--- src/rtl/core/mdbfc_pkg.sv ---
`timescale 1ns / 1ps
// Shared types and constants for the nine-bit bus frame capture block.
// No dependencies; used by mdbfc_ctrl, the top level and mdbfc_checker.
package mdbfc_pkg;

  localparam int BUF_DEPTH_DEF = 64;
  localparam int WORD_W        = 9;
  localparam int BYTE_W        = 8;
  localparam int TICK_W        = 16;
  localparam int MODE_BIT      = 8;
  localparam int CFG_AW        = 3;
  localparam int CFG_DW        = 32;

  localparam logic [WORD_W-1:0] WATCH_RESET   = 9'd272;
  localparam logic [TICK_W-1:0] TIMEOUT_RESET = 16'd1000;

  // Register index, taken from paddr[2].
  localparam logic REG_WATCH   = 1'b0;
  localparam logic REG_TIMEOUT = 1'b1;

  localparam logic ACT_WORD = 1'b0;
  localparam logic ACT_TICK = 1'b1;

  typedef enum logic [1:0] {
    ST_BYTE  = 2'd0,
    ST_CKSUM = 2'd1,
    ST_OVF   = 2'd2
  } status_t;

  typedef struct packed {
    logic              action;
    logic [WORD_W-1:0] bus_word;
  } in_item_t;

  typedef struct packed {
    status_t           status;
    logic [BYTE_W-1:0] frame_byte;
    logic              last;
  } out_item_t;

  typedef struct packed {
    logic [WORD_W-1:0] watch_address;
    logic [TICK_W-1:0] timeout_ticks;
  } cfg_t;

endpackage

--- src/rtl/core/mdbfc_ram.sv ---
`timescale 1ns / 1ps
// Generic single-write, single-read RAM with a registered read port.
// No dependencies.
module mdbfc_ram #(
  parameter int WIDTH = 8,
  parameter int DEPTH = 64
) (
  input  logic                     clk,
  input  logic                     we,
  input  logic [$clog2(DEPTH)-1:0] waddr,
  input  logic [WIDTH-1:0]         wdata,
  input  logic [$clog2(DEPTH)-1:0] raddr,
  output logic [WIDTH-1:0]         rdata
);

  logic [WIDTH-1:0] mem [DEPTH];

  always_ff @(posedge clk) begin
    if (we) begin
      mem[waddr] <= wdata;
    end
    rdata <= mem[raddr];
  end

endmodule

--- src/rtl/core/mdbfc_ctrl.sv ---
`timescale 1ns / 1ps
// Frame sequencer: word/tick handling, frame store, the checksum byte adder and
// the store walks for the checksum and emit pass. Uses mdbfc_pkg, mdbfc_ram.
module mdbfc_ctrl #(
  parameter int BUF_DEPTH = mdbfc_pkg::BUF_DEPTH_DEF
) (
  input  logic                 clk,
  input  logic                 rst_n,
  input  mdbfc_pkg::cfg_t      cfg,
  input  logic                 in_valid,
  output logic                 in_ready,
  input  mdbfc_pkg::in_item_t  in_data,
  input  logic                 slot_free,
  output logic                 res_load,
  output mdbfc_pkg::out_item_t res_data
);

  import mdbfc_pkg::*;

  localparam int AW    = (BUF_DEPTH > 1) ? $clog2(BUF_DEPTH) : 1;
  localparam int CNT_W = $clog2(BUF_DEPTH + 1);

  typedef enum logic [2:0] {
    S_IDLE,
    S_SUM_RD,
    S_SUM_ACC,
    S_EMIT_RD,
    S_EMIT_WR,
    S_ERR,
    S_OVF
  } state_t;

  state_t             state_r, state_nxt;
  logic               collecting_r, collecting_nxt;
  logic [CNT_W-1:0]   count_r, count_nxt;
  logic [TICK_W-1:0]  ticks_r, ticks_nxt;
  logic [AW-1:0]      idx_r, idx_nxt;
  logic [BYTE_W-1:0]  sum_r, sum_nxt;

  logic               ram_we;
  logic [AW-1:0]      ram_waddr;
  logic [BYTE_W-1:0]  ram_rdata;
  logic [TICK_W-1:0]  ticks_inc;
  logic [CNT_W-1:0]   last_idx;
  logic               idx_is_last;
  logic               addr_match;

  mdbfc_ram #(
    .WIDTH (BYTE_W),
    .DEPTH (BUF_DEPTH)
  ) u_ram (
    .clk   (clk),
    .we    (ram_we),
    .waddr (ram_waddr),
    .wdata (in_data.bus_word[BYTE_W-1:0]),
    .raddr (idx_r),
    .rdata (ram_rdata)
  );

  assign ticks_inc   = (ticks_r == '1) ? ticks_r : ticks_r + TICK_W'(1);
  assign last_idx    = count_r - CNT_W'(1);
  assign idx_is_last = (CNT_W'(idx_r) == last_idx);
  assign addr_match  = (in_data.bus_word == cfg.watch_address);

  always_comb begin
    state_nxt      = state_r;
    collecting_nxt = collecting_r;
    count_nxt      = count_r;
    ticks_nxt      = ticks_r;
    idx_nxt        = idx_r;
    sum_nxt        = sum_r;
    in_ready       = 1'b0;
    ram_we         = 1'b0;
    ram_waddr      = '0;
    res_load       = 1'b0;
    res_data       = '{status: ST_BYTE, frame_byte: '0, last: 1'b1};

    case (state_r)
      S_IDLE: begin
        in_ready = 1'b1;
        if (in_valid) begin
          if (in_data.action == ACT_TICK) begin
            if (collecting_r) begin
              ticks_nxt = ticks_inc;
              if (ticks_inc >= cfg.timeout_ticks) begin
                ticks_nxt = '0;
                idx_nxt   = '0;
                sum_nxt   = '0;
                state_nxt = S_SUM_RD;
              end
            end
          end else if (!collecting_r) begin
            if (addr_match) begin
              ram_we         = 1'b1;
              collecting_nxt = 1'b1;
              count_nxt      = CNT_W'(1);
              ticks_nxt      = '0;
            end
          end else if (count_r >= CNT_W'(BUF_DEPTH)) begin
            // Frame is dropped; the same word may open a new frame.
            ram_we         = addr_match;
            collecting_nxt = addr_match;
            count_nxt      = addr_match ? CNT_W'(1) : '0;
            ticks_nxt      = '0;
            state_nxt      = S_OVF;
          end else if (in_data.bus_word[MODE_BIT]) begin
            idx_nxt   = '0;
            sum_nxt   = '0;
            state_nxt = S_SUM_RD;
          end else begin
            ram_we    = 1'b1;
            ram_waddr = count_r[AW-1:0];
            count_nxt = count_r + CNT_W'(1);
            ticks_nxt = '0;
          end
        end
      end

      S_SUM_RD: begin
        state_nxt = S_SUM_ACC;
      end

      S_SUM_ACC: begin
        if (idx_is_last) begin
          idx_nxt   = '0;
          state_nxt = (sum_r == ram_rdata) ? S_EMIT_RD : S_ERR;
        end else begin
          sum_nxt   = sum_r + ram_rdata;
          idx_nxt   = idx_r + AW'(1);
          state_nxt = S_SUM_RD;
        end
      end

      S_EMIT_RD: begin
        state_nxt = S_EMIT_WR;
      end

      S_EMIT_WR: begin
        if (slot_free) begin
          res_load = 1'b1;
          res_data = '{status: ST_BYTE, frame_byte: ram_rdata, last: idx_is_last};
          if (idx_is_last) begin
            collecting_nxt = 1'b0;
            count_nxt      = '0;
            ticks_nxt      = '0;
            state_nxt      = S_IDLE;
          end else begin
            idx_nxt   = idx_r + AW'(1);
            state_nxt = S_EMIT_RD;
          end
        end
      end

      S_ERR: begin
        if (slot_free) begin
          res_load       = 1'b1;
          res_data       = '{status: ST_CKSUM, frame_byte: '0, last: 1'b1};
          collecting_nxt = 1'b0;
          count_nxt      = '0;
          ticks_nxt      = '0;
          state_nxt      = S_IDLE;
        end
      end

      S_OVF: begin
        if (slot_free) begin
          res_load  = 1'b1;
          res_data  = '{status: ST_OVF, frame_byte: '0, last: 1'b1};
          state_nxt = S_IDLE;
        end
      end

      default: begin
        state_nxt = S_IDLE;
      end
    endcase
  end

  always_ff @(posedge clk) begin
    if (!rst_n) begin
      state_r      <= S_IDLE;
      collecting_r <= 1'b0;
      count_r      <= '0;
      ticks_r      <= '0;
      idx_r        <= '0;
      sum_r        <= '0;
    end else begin
      state_r      <= state_nxt;
      collecting_r <= collecting_nxt;
      count_r      <= count_nxt;
      ticks_r      <= ticks_nxt;
      idx_r        <= idx_nxt;
      sum_r        <= sum_nxt;
    end
  end

endmodule

--- src/rtl/core/nine_bit_bus_frame_capture.sv ---
`timescale 1ns / 1ps
// Top level of the nine-bit bus frame capture block: register port, output
// register and the frame sequencer. Uses mdbfc_pkg and mdbfc_ctrl.
//
// Usage:
//   The input channel (in_valid/in_ready/in_data) carries one item per bus
//   event: either a received nine-bit word or one timer tick. The result
//   channel (out_valid/out_ready/out_data) carries frame bytes, a checksum
//   error or a buffer overflow, with last set on the final result of an item.
//   The register port holds watch_address at byte address 0 and
//   timeout_ticks at byte address 4; write them only while the block is idle.
// Timing:
//   An item that causes no result is taken while the block is idle, and the
//   block stays idle and ready for the next item. An overflow passes through
//   a further state that issues the overflow result. A frame close walks
//   the frame store twice through its single registered read port: a read
//   and an accumulate step per byte to form and check the sum, then a read
//   and a write step per emitted byte. in_ready stays low for the whole walk.
// Reset and stalls:
//   Reset returns the block to idle with both registers at their reset
//   values and no result pending. When the receiver stalls, the pending
//   result waits in the output register; the sequencer holds any next result.
module nine_bit_bus_frame_capture #(
  parameter int BUF_DEPTH = mdbfc_pkg::BUF_DEPTH_DEF
) (
  input  logic                            clk,
  input  logic                            rst_n,
  input  logic                            in_valid,
  output logic                            in_ready,
  input  mdbfc_pkg::in_item_t             in_data,
  output logic                            out_valid,
  input  logic                            out_ready,
  output mdbfc_pkg::out_item_t            out_data,
  input  logic                            psel,
  input  logic                            penable,
  input  logic                            pwrite,
  input  logic [mdbfc_pkg::CFG_AW-1:0]    paddr,
  input  logic [mdbfc_pkg::CFG_DW-1:0]    pwdata,
  output logic [mdbfc_pkg::CFG_DW-1:0]    prdata,
  output logic                            pready
);

  import mdbfc_pkg::*;

  cfg_t      cfg_r;
  logic      out_valid_r;
  out_item_t out_data_r;
  logic      slot_free;
  logic      res_load;
  out_item_t res_data;
  logic      reg_idx;
  logic      cfg_wr;

  // Registers sit on 4-byte boundaries; bit 2 selects which one.
  assign reg_idx = paddr[2];
  assign cfg_wr  = psel && penable && pwrite;
  assign pready  = 1'b1;

  always_comb begin
    case (reg_idx)
      REG_WATCH:   prdata = CFG_DW'(cfg_r.watch_address);
      REG_TIMEOUT: prdata = CFG_DW'(cfg_r.timeout_ticks);
      default:     prdata = '0;
    endcase
  end

  always_ff @(posedge clk) begin
    if (!rst_n) begin
      cfg_r.watch_address <= WATCH_RESET;
      cfg_r.timeout_ticks <= TIMEOUT_RESET;
    end else if (cfg_wr) begin
      case (reg_idx)
        REG_WATCH:   cfg_r.watch_address <= pwdata[WORD_W-1:0];
        REG_TIMEOUT: cfg_r.timeout_ticks <= pwdata[TICK_W-1:0];
        default:     cfg_r <= cfg_r;
      endcase
    end
  end

  // The output register frees up in the same cycle its result is taken, so
  // a steady receiver sees no bubble from it.
  assign slot_free = !out_valid_r || out_ready;

  mdbfc_ctrl #(
    .BUF_DEPTH (BUF_DEPTH)
  ) u_ctrl (
    .clk       (clk),
    .rst_n     (rst_n),
    .cfg       (cfg_r),
    .in_valid  (in_valid),
    .in_ready  (in_ready),
    .in_data   (in_data),
    .slot_free (slot_free),
    .res_load  (res_load),
    .res_data  (res_data)
  );

  always_ff @(posedge clk) begin
    if (!rst_n) begin
      out_valid_r <= 1'b0;
    end else if (res_load) begin
      out_valid_r <= 1'b1;
    end else if (out_ready) begin
      out_valid_r <= 1'b0;
    end
  end

  always_ff @(posedge clk) begin
    if (res_load) begin
      out_data_r <= res_data;
    end
  end

  assign out_valid = out_valid_r;
  assign out_data  = out_data_r;

endmodule

--- config.mk ---
export PLATFORM = sky130hd
export DESIGN_NAME = nine_bit_bus_frame_capture
export DESIGN_NICKNAME = d
export VERILOG_FILES = /design/src/rtl/core/mdbfc_pkg.sv /design/src/rtl/core/mdbfc_ram.sv /design/src/rtl/core/mdbfc_ctrl.sv /design/src/rtl/core/nine_bit_bus_frame_capture.sv
export SDC_FILE = /design/constraint.sdc
export NUM_CORES = 1
export LEC_CHECK = 0
export ABC_AREA = 1
export CORE_ASPECT_RATIO = 0.7
export CORE_MARGIN = 1
export CORE_UTILIZATION = 55
export DETAILED_ROUTE_END_ITERATION = 10
export DONT_BUFFER_PORTS = 1
export GPL_TIMING_DRIVEN = 1
export HOLD_SLACK_MARGIN = 0.02
export PLACE_DENSITY_LB_ADDON = 0.2
export SYNTH_ARGS = -nofsm -noshare
export SYNTH_HDL_FRONTEND = slang
export SYNTH_HIERARCHICAL = 1
export SYNTH_SLANG_ARGS = --single-unit
--- constraint.sdc ---
create_clock -name clk -period 6.3 [get_ports clk]
set_clock_uncertainty 0.1 [all_clocks]
set_input_delay 0.63 -clock clk [delete_from_list [all_inputs] [get_ports clk]]
set_output_delay 0.63 -clock clk [all_outputs]
set_load 0.05 [all_outputs]
==> impl_results.md, run 1 <==
* Leakage at 10.8 nW
* Hold Slack at roughly 31 ps
* Sequential-to-total area share from yosys stat at a little under two thirds
* Bufs on Longest Clock Path at 3
* Area leader, netlist: edfxtp_1
* Die width at ~270 um
* Synth Area in Simple Gates at 26.9%
* Cells along the critical path: ha_1 > inv_1 > nor2_1 > nand2_1 > nor2_1 > inv_1 > o21ai_0 > ha_1 > nand2_1 > inv_1 > nand2_1 > nand2_1 > nand2_1 > nand2_1 > nand2_1 > nand3_1 > nor2_1 > nand4_1 > a21oi_1
* Power Density at 267 nW/um^2
* First drt pass iteration count at 6
* Port bufs at 0
* Setup TNS at 0 ps
* Compound-Gate Fraction of Synth Area at 1.47%
* FP Rows at 67
* Drc violations at 0
* FMAX at 226 MHz
* Clock Latency Late Sink at roughly 600 ps
* Slowest stage delay, CP at between 900 and 1000 ps
* Sink Count at 598
* Synth Instances at 2,694
* Final wirelength at 66.7 mm
* Mux share of post-synthesis cell area at 0%
* Max cap viols at 0
* Post-CTS Setup Inserts at 0
* Vias in the first global route at between 15,000 and 20,000
* WP data required at 6710 ps
* Xor/xnor share of the synthesized area at 0.941%
* Crit path top cell by count: nand2_1
* Largest family of logic cells by synthesized area: simple AND/OR/NAND/NOR gates
* CTS resizes at 0
* Unrepaired setup endpoints after global routing: no
* Hold Path Class: input pin to flop
* Largest net degree at the start of global routing at 149
* Antenna diode count at 0
* Post-DR wirelength/cell at 20.0 um
* GRT Util Overall at 26.5%
* Final net count at 2,722
* Post-synthesis adder-cell area fraction at 1.33%
* Max Transition Viols Final at 0
* Die area at about 50,000 um^2
* Synth Area per Inst at 10.0 um^2
* Synth top area cells: edfxtp_1 58%, nand2_1 13%, nand3_1 9.4%
* Layout cells sized above 1 at between 5 and 6%
* Iter 0 DRT Violations at around 2,200
* Yosys reg bits at 598
* Max transition margin at 14.0%
* CTS Buf Count at 54
* Synth warnings at 6
* Final Critical Period at 4430 ps
* Die height at 187 um
* Worst vdd ir at roughly 0.26 mV
* Crit path DAT at around 4900 ps
* Global-route wire length before repair at 101 mm
* Synth cell types at 44
* Core area at approximately 48,000 um^2
* Overflow after GRT at 0
* Clk root buf: clkbuf_16
* Htree depth at 2
* Detail Route Antenna Nets at 0
* Final Setup Violations at 0
* Period utilization at between 70% and 80%
* Worst-Margin Slew at 1280 ps
* Routed vias at 19,100
* Status: completed
* Area Overhead vs Synth at 7.01%
* GPL Wtd Cong at approximately 0.92
* Crit end category: flop
* # hold bufs at CTS at 10
* Initial Util at 56.1%
* Crit path max-delay cell type: nor2_1
* CP Class: flop to flop
* Mapped Area at roughly 27,000 um^2
* CTS clk-pin slew, worst paths at around 70 ps
* Initial antenna violation count at 0
* TritonCTS clock tree: yes
* Number of vias per cell at approximately 5.7
* Worst-path maximum fanout at 16
* Hold Vio Cnt, Final at 0
* Dpl hpwl at roughly 39 mm
* CP Launch Type: flop
* # IOs at 98
* Share of the synthesized area in the top cell type at 58.2%
==> placed cells by master (no fill, tap or decap), types with 18 or more instances in the layout <==
| cell | count |
|---|---|
| a21oi_1 | 39 |
| ha_1 | 27 |
| nand3_1 | 507 |
| clkbuf_16 | 54 |
| dlygate4sd3_1 | 18 |
| nor2_1 | 177 |
| inv_1 | 110 |
| nand2_1 | 913 |
| nand4_1 | 23 |
| nor3_1 | 28 |
| edfxtp_1 | 523 |
| dfxtp_1 | 72 |
==> flip-flops by register name, summed over array words and instances (netlist names) <==
name / count
u_ctrl/u_ram/mem: 512
cfg_r: 25
u_ctrl/ticks_r: 16
out_data: 11
u_ctrl/sum_r: 8
u_ctrl/u_ram/rdata: 8
u_ctrl/count_r: 7
u_ctrl/idx_r: 6
u_ctrl/state_r: 3
out_valid: 1
u_ctrl/collecting_r: 1
==> power breakdown <==
group	leakage [nW]	switching, mW	internal (mW)	total (mW)
Clock	0.849	1.43	1.86	3.28
Combinational	4.63	0.0977	0.0293	0.127
Sequential	5.31	0.00619	4.30	4.31
==> worst paths after layout <==
check	endpoint	slack (ps)	start	depth (start not counted)
worst min register to register	u_ctrl/ticks_r[15]	370	u_ctrl/ticks_r[15]	2
worst min-delay path	u_ctrl/u_ram/mem[46][3]	30	in_data[3]	0
worst max register to register	u_ctrl/ticks_r[0]	1870	u_ctrl/ticks_r[0]	19
worst max-delay path	u_ctrl/ticks_r[0]	1870	u_ctrl/ticks_r[0]	19
==> cell families after synthesis <==
kind of cell	count (synthesis)
flops	598
simple gates	1691
buf+inv	277
fa+ha+maj	28
xor+xnor	29
other cells	2
compound gates	69
==> worst max-delay path: cells and delay by family, from the launching register on <==
family	cells	cell delay, ps
DFF	1	410
AOI/OAI and AO/OA	2	460
and+or+nand+nor	12	2310
adders and majority gates	2	630
buffers and inverters	3	410
==> metrics by stage <==
| stage | setup WS [ps] | power, mW | instance area (um^2) | utilization [%] | cells |
|---|---|---|---|---|---|
| 5_1_grt | 1580 | 7.91 | 28900 | 60.0 | 3337 |
| 4_1_cts | 2020 | 7.75 | 28800 | 59.8 | 3329 |
| 3_5_place_dp | 2060 | 4.50 | 26900 | 56.0 | 3223 |
| 3_3_place_gp | 2240 | 4.50 | 26900 | 56.0 | 3223 |
| 2_1_floorplan | 3290 | 4.50 | 27000 | - | 2709 |
| 6_report | 1870 | 7.72 | 28900 | 60.0 | 3337 |
==> metal layers <==
layer | wire (um) | GRT usage (%) | vias to the layer above | share of wire, %
met3 | 7290 | 5.86 | 93 | 11
met4 | 1380 | 6.68 | 2 | 2.1
met1 | 28900 | 40.4 | 9034 | 43
met5 | 133 | 1.93 | - | 0.20
li1 | - | - | 9000 | -
met2 | 29000 | 38.4 | 954 | 43
==> layout make-up <==
cell class / count / area [um^2]
timing repair buffer: 30 / 270
clock buffer: 60 / 1370
multi-input combinational: 1834 / 8340
sequential: 598 / 17200
tap: 655 / 820
fill: 3929 / 19200
clock inverter: 36 / 373
inverter: 124 / 483
==> cells in the mapped netlist, drive strengths merged <==
master,number
edfxtp,523
o21bai,2
or2,2
o31ai,1
inv,122
a21oi,42
dfxtp,75
conb,2
nor4,1
a21boi,1
o21ai,19
xor2,17
nand2,928
nand3,509
a31oi,2
a21o,2
nor3,30
buf,137
nor2,194
xnor2,12
clkinv,2
nand3b,2
fa,1
clkbuf,16
ha,27
nor3b,2
nand4,23
Power figures use the tool's default switching activity.
==> run 2, diff against run 1 <==
ABC_AREA = 0   (was 1)
clock period = 4.08 ns   (was 6.3 ns; I/O delays follow)
==> run 2 against run 1 <==
Net effect:
- largest cell class unchanged
- non-clock buffer count increased by 95
- wire length decreased by 6.7%
- utilization increased by 3.1 points
- sequential share of layout area increased by 0.47 points
- worst setup slack got worse by 1700 ps
- largest power group unchanged
- area after synthesis decreased by 5.7%
- die area decreased by 5.6%
- global-route usage increased by 0.34 points
==> impl_results.md, run 2 <==
* # IOs at 98 (unchanged)
* Worst-Margin Slew at 1140 ps (was 1280 ps)
* Crit end category: flop (unchanged)
* Max cap viols at 0 (unchanged)
* Max reg flops at 512 (unchanged)
* CTS clk-pin slew, worst paths at 70 ps (about the same)
* Reg2reg path depth at 15 (was 19)
* R2R Path Start: u_ctrl/ticks_r[1] (was u_ctrl/ticks_r[0])
* Power Density at 471 nW/um^2 (was 267 nW/um^2)
* Clock share of power at 36.7% (was 42.5%)
* Reg2Reg Capture Point: u_ctrl/idx_r[4] (was u_ctrl/ticks_r[0])
* Synth top area cells: edfxtp_1 62%, mux4_2 11%, dfxtp_1 5.9% (was edfxtp_1 58%, nand2_1 13%, nand3_1 9.4%)
* GRT Util Overall at 26.9% (was 26.5%)
* Cells along the critical path: ha_2 > nand4_1 > inv_2 > nand3_1 > nand2_2 > nor2_1 > xor2_1 > ha_1 > nand4_1 > nor2_1 > nand3_1 > o41ai_2 > nor2_1 > a21o_1 > a311o_1 (was ha_1 > inv_1 > nor2_1 > nand2_1 > nor2_1 > inv_1 > o21ai_0 > ha_1 > nand2_1 > inv_1 > nand2_1 > nand2_1 > nand2_1 > nand2_1 > nand2_1 > nand3_1 > nor2_1 > nand4_1 > a21oi_1)
* Synth top cells by count: 523 x edfxtp_1, 124 x mux4_2, 124 x nor2_1, 94 x nand2_1, 75 x dfxtp_1 (was 913 x nand2_1, 523 x edfxtp_1, 507 x nand3_1, 177 x nor2_1, 111 x inv_1)
* Top_reg_cell synth: edfxtp_1 (unchanged)
* Final Critical Period at 3880 ps (was 4430 ps)
* Yosys reg bits at 598 (unchanged)
* Hold EP: u_ctrl/sum_r[7] (was u_ctrl/u_ram/mem[46][3])
* Synth Area per Inst at 16.0 um^2 (was 10.0 um^2)
* Synth warnings at 6 (unchanged)
* Worst R2R Setup Slack at 200 ps (was 1870 ps)
* Net Sw Frac at 24.3% (was 19.8%)
* Final net count at 1,768 (was 2,722)
* Status: completed (unchanged)
* Flop pwr share at 50.2% (was 55.8%)
* Ys async rst share at 0% (unchanged)
* Clk root buf: clkbuf_16 (unchanged)
* Routed vias at 14,700 (was 19,100)
* Sequential-to-total area share from yosys stat at 67.6% (was 63.8%)
* Iter 0 DRT Violations at 1,651 (was 2,232)
* Share of the synthesized area in the top cell type at 61.7% (was 58.2%)
* Delay-heaviest family, CP: simple AND/OR/NAND/NOR gates (unchanged)
* Placed insts at 2,203 (was 3,223)
* Reg with most FFs: u_ctrl/u_ram/mem (unchanged)
* Setup TNS at 0 ps (unchanged)
* Antenna diode count at 0 (unchanged)
* Crit path DAT at 4260 ps (was 4850 ps)
* Pint at 10.2 mW (was 6.19 mW)
* Bufs on Longest Clock Path at 3 (unchanged)
* Count leader, synth: edfxtp_1 (was nand2_1)
* Post-synth EDFFs at 523 (unchanged)
* Combinational share of power at 13.1% (was 1.6%)
* Max transition margin at 24.0% (was 14.0%)
* CTS Buf Count at 55 (was 54)
* FMAX at 258 MHz (was 226 MHz)
* Number of vias per cell at 6.27 (was 5.72)
* Sink Count at 598 (unchanged)
* Placed cell area at 26,400 um^2 (was 26,900 um^2)
* Post-DR wirelength/cell at 26.6 um (was 20.0 um)
* Synth cell types at 82 (was 44)
* WP data required at 4460 ps (was 6710 ps)
* Top Registers: u_ctrl/u_ram/mem x512, cfg_r x25, u_ctrl/ticks_r x16 (unchanged)
* Port bufs at 0 (unchanged)
* FP Rows at 65 (was 67)
* Worst vdd ir at 0.404 mV (was 0.256 mV)
* Area leader, netlist: edfxtp_1 (unchanged)
* Hold Path Class: input pin to flop (unchanged)
* Total power at 13.5 mW (was 7.72 mW)
* WHS Path Cells at 3 (was 0)
* Period utilization at 95.2% (was 70.4%)
* CP Launch Type: flop (unchanged)
* Die width at 259 um (was 267 um)
* Finished Layout Cells at 2,335 (was 3,337)
* Most frequent cells in the layout: 523 x edfxtp_1, 124 x nor2_1, 124 x mux4_2 (was 913 x nand2_1, 523 x edfxtp_1, 507 x nand3_1)
* Area Overhead vs Synth at 12.6% (was 7.01%)
* Overflow after GRT at 0 (unchanged)
* Initial antenna violation count at 2 (was 0)
* Die height at 182 um (was 187 um)
* Post-route cell area at 28,700 um^2 (was 28,900 um^2)
* Detail Route Antenna Nets at 0 (unchanged)
* Dpl hpwl at 38.6 mm (was 39.2 mm)
* Largest net degree at the start of global routing at 88 (was 149)
* Worst-path maximum fanout at 7 (was 16)
* Core area at 45,400 um^2 (was 48,100 um^2)
* Mapped Area at 25,500 um^2 (was 27,000 um^2)
* CP Class: flop to flop (unchanged)
* Layout fillers at 3,194 (was 3,929)
* Most common cell after layout, fill and taps aside: edfxtp_1 (was nand2_1)
* Global-route wire length before repair at 92.4 mm (was 101 mm)
* GPL Wtd Cong at 0.848 (was 0.923)
* Bufs and invs on worst path at 1 (was 3)
* Clock Latency Late Sink at 610 ps (was 600 ps)
* Hold Startpoint: rst_n (was in_data[3])
* Unrepaired setup endpoints after global routing: no (unchanged)
* Leakage at 9.27 nW (was 10.8 nW)
* Layout cells sized above 1 at 20.2% (was 5.52%)
* Max Transition Viols Final at 0 (unchanged)
* Die area at 47,200 um^2 (was 50,000 um^2)
* Drc violations at 0 (unchanged)
* First drt pass iteration count at 5 (was 6)
* Crit path max-delay cell type: o41ai_2 (was nor2_1)
* Initial Util at 56.1% (about the same)
* Slowest stage delay, CP at 470 ps (was 960 ps)
* Vias in the first global route at 14,100 (was 17,600)
* TritonCTS clock tree: yes (unchanged)
* Final wirelength at 62.2 mm (was 66.7 mm)
* Hold Vio Cnt, Final at 0 (unchanged)
* Synth Instances at 1,592 (was 2,694)
* Switch Pwr at 3.27 mW (was 1.53 mW)
* Post-CTS Setup Inserts at 0 (unchanged)
* Htree depth at 2 (unchanged)
* Crit path top cell by count: nor2_1 (was nand2_1)
* Final Setup Violations at 0 (unchanged)
[run 2: worst min-delay path: stages]
cell,delay [ps]
nand3_1,80
or4_1,110
o211ai_1,70
[run 2: area by class of cell]
cell class              instances  area, um^2  area share (%)
clock buffers                  71        1440            5.01
clock inverters                30         277           0.965
inverters                      34         128           0.445
multi-input cells             874        7600            26.5
flip-flops and latches        598       17200            60.1
well taps                     603         754            2.63
repair buffers                125        1250            4.36
[run 2: stage by stage]
step	utilization [%]	hold WS, ps	worst slack (ps)
4_1_cts	63.1	21.3	96.2
2_1_floorplan	-	339	328
3_3_place_gp	58.3	348	239
6_report	63.2	36.0	197
3_5_place_dp	58.3	365	122
5_1_grt	63.2	42.6	5.45
[run 2: logic make-up after synthesis]
logic type,count (synthesis),synth area share (%)
adder cells (fa/ha/maj),28,1.41
multiplexers,192,13.7
flip-flops,598,67.6
AND/OR/NAND/NOR,424,8.13
AO/OA/AOI/OAI,182,5.10
buffers and inverters,135,2.92
XOR/XNOR,31,1.12
other,2,0.0295
[run 2: layer usage]
layer  up-vias  GRT usage [%]  routed length, um
met3        71           6.27               6210
li1       6402              -                  -
met4         0           4.75                838
met2       659           38.9              27500
met5         -              0                  0
met1      7519           42.1              27600
[run 2: repair_timing]
| item | in CTS | in global routing |
|---|---|---|
| resized for setup | 0 | 10 |
| hold buffers | 31 | 0 |
| endpoints found under the setup margin | 0 | 27 |
| hold endpoints to repair | 573 | 0 |
[run 2: power by group through the flow]
stage / combinational (mW) / sequential, mW / clock [mW]
after floorplan: 1.40 / 6.84 / 0
after global placement: 1.62 / 6.91 / 0
after detailed placement: 1.63 / 6.91 / 0
after CTS: 1.77 / 6.78 / 5.02
after global routing: 1.89 / 6.78 / 5.27
final: 1.76 / 6.77 / 4.95
[run 2: how the worst max path moves through the flow]
stage                              end  slack, ps              start  cells after the start
2_1_floorplan  u_ctrl/u_ram/mem[28][0]        330  u_ctrl/state_r[2]                     11
3_3_place_gp         u_ctrl/ticks_r[7]        240  u_ctrl/ticks_r[5]                     15
3_5_place_dp         u_ctrl/ticks_r[5]        120  u_ctrl/ticks_r[5]                     15
4_1_cts              u_ctrl/ticks_r[5]        100  u_ctrl/ticks_r[5]                     15
5_1_grt                u_ctrl/sum_r[4]          5  u_ctrl/ticks_r[5]                     16
6_report               u_ctrl/idx_r[4]        200  u_ctrl/ticks_r[1]                     15
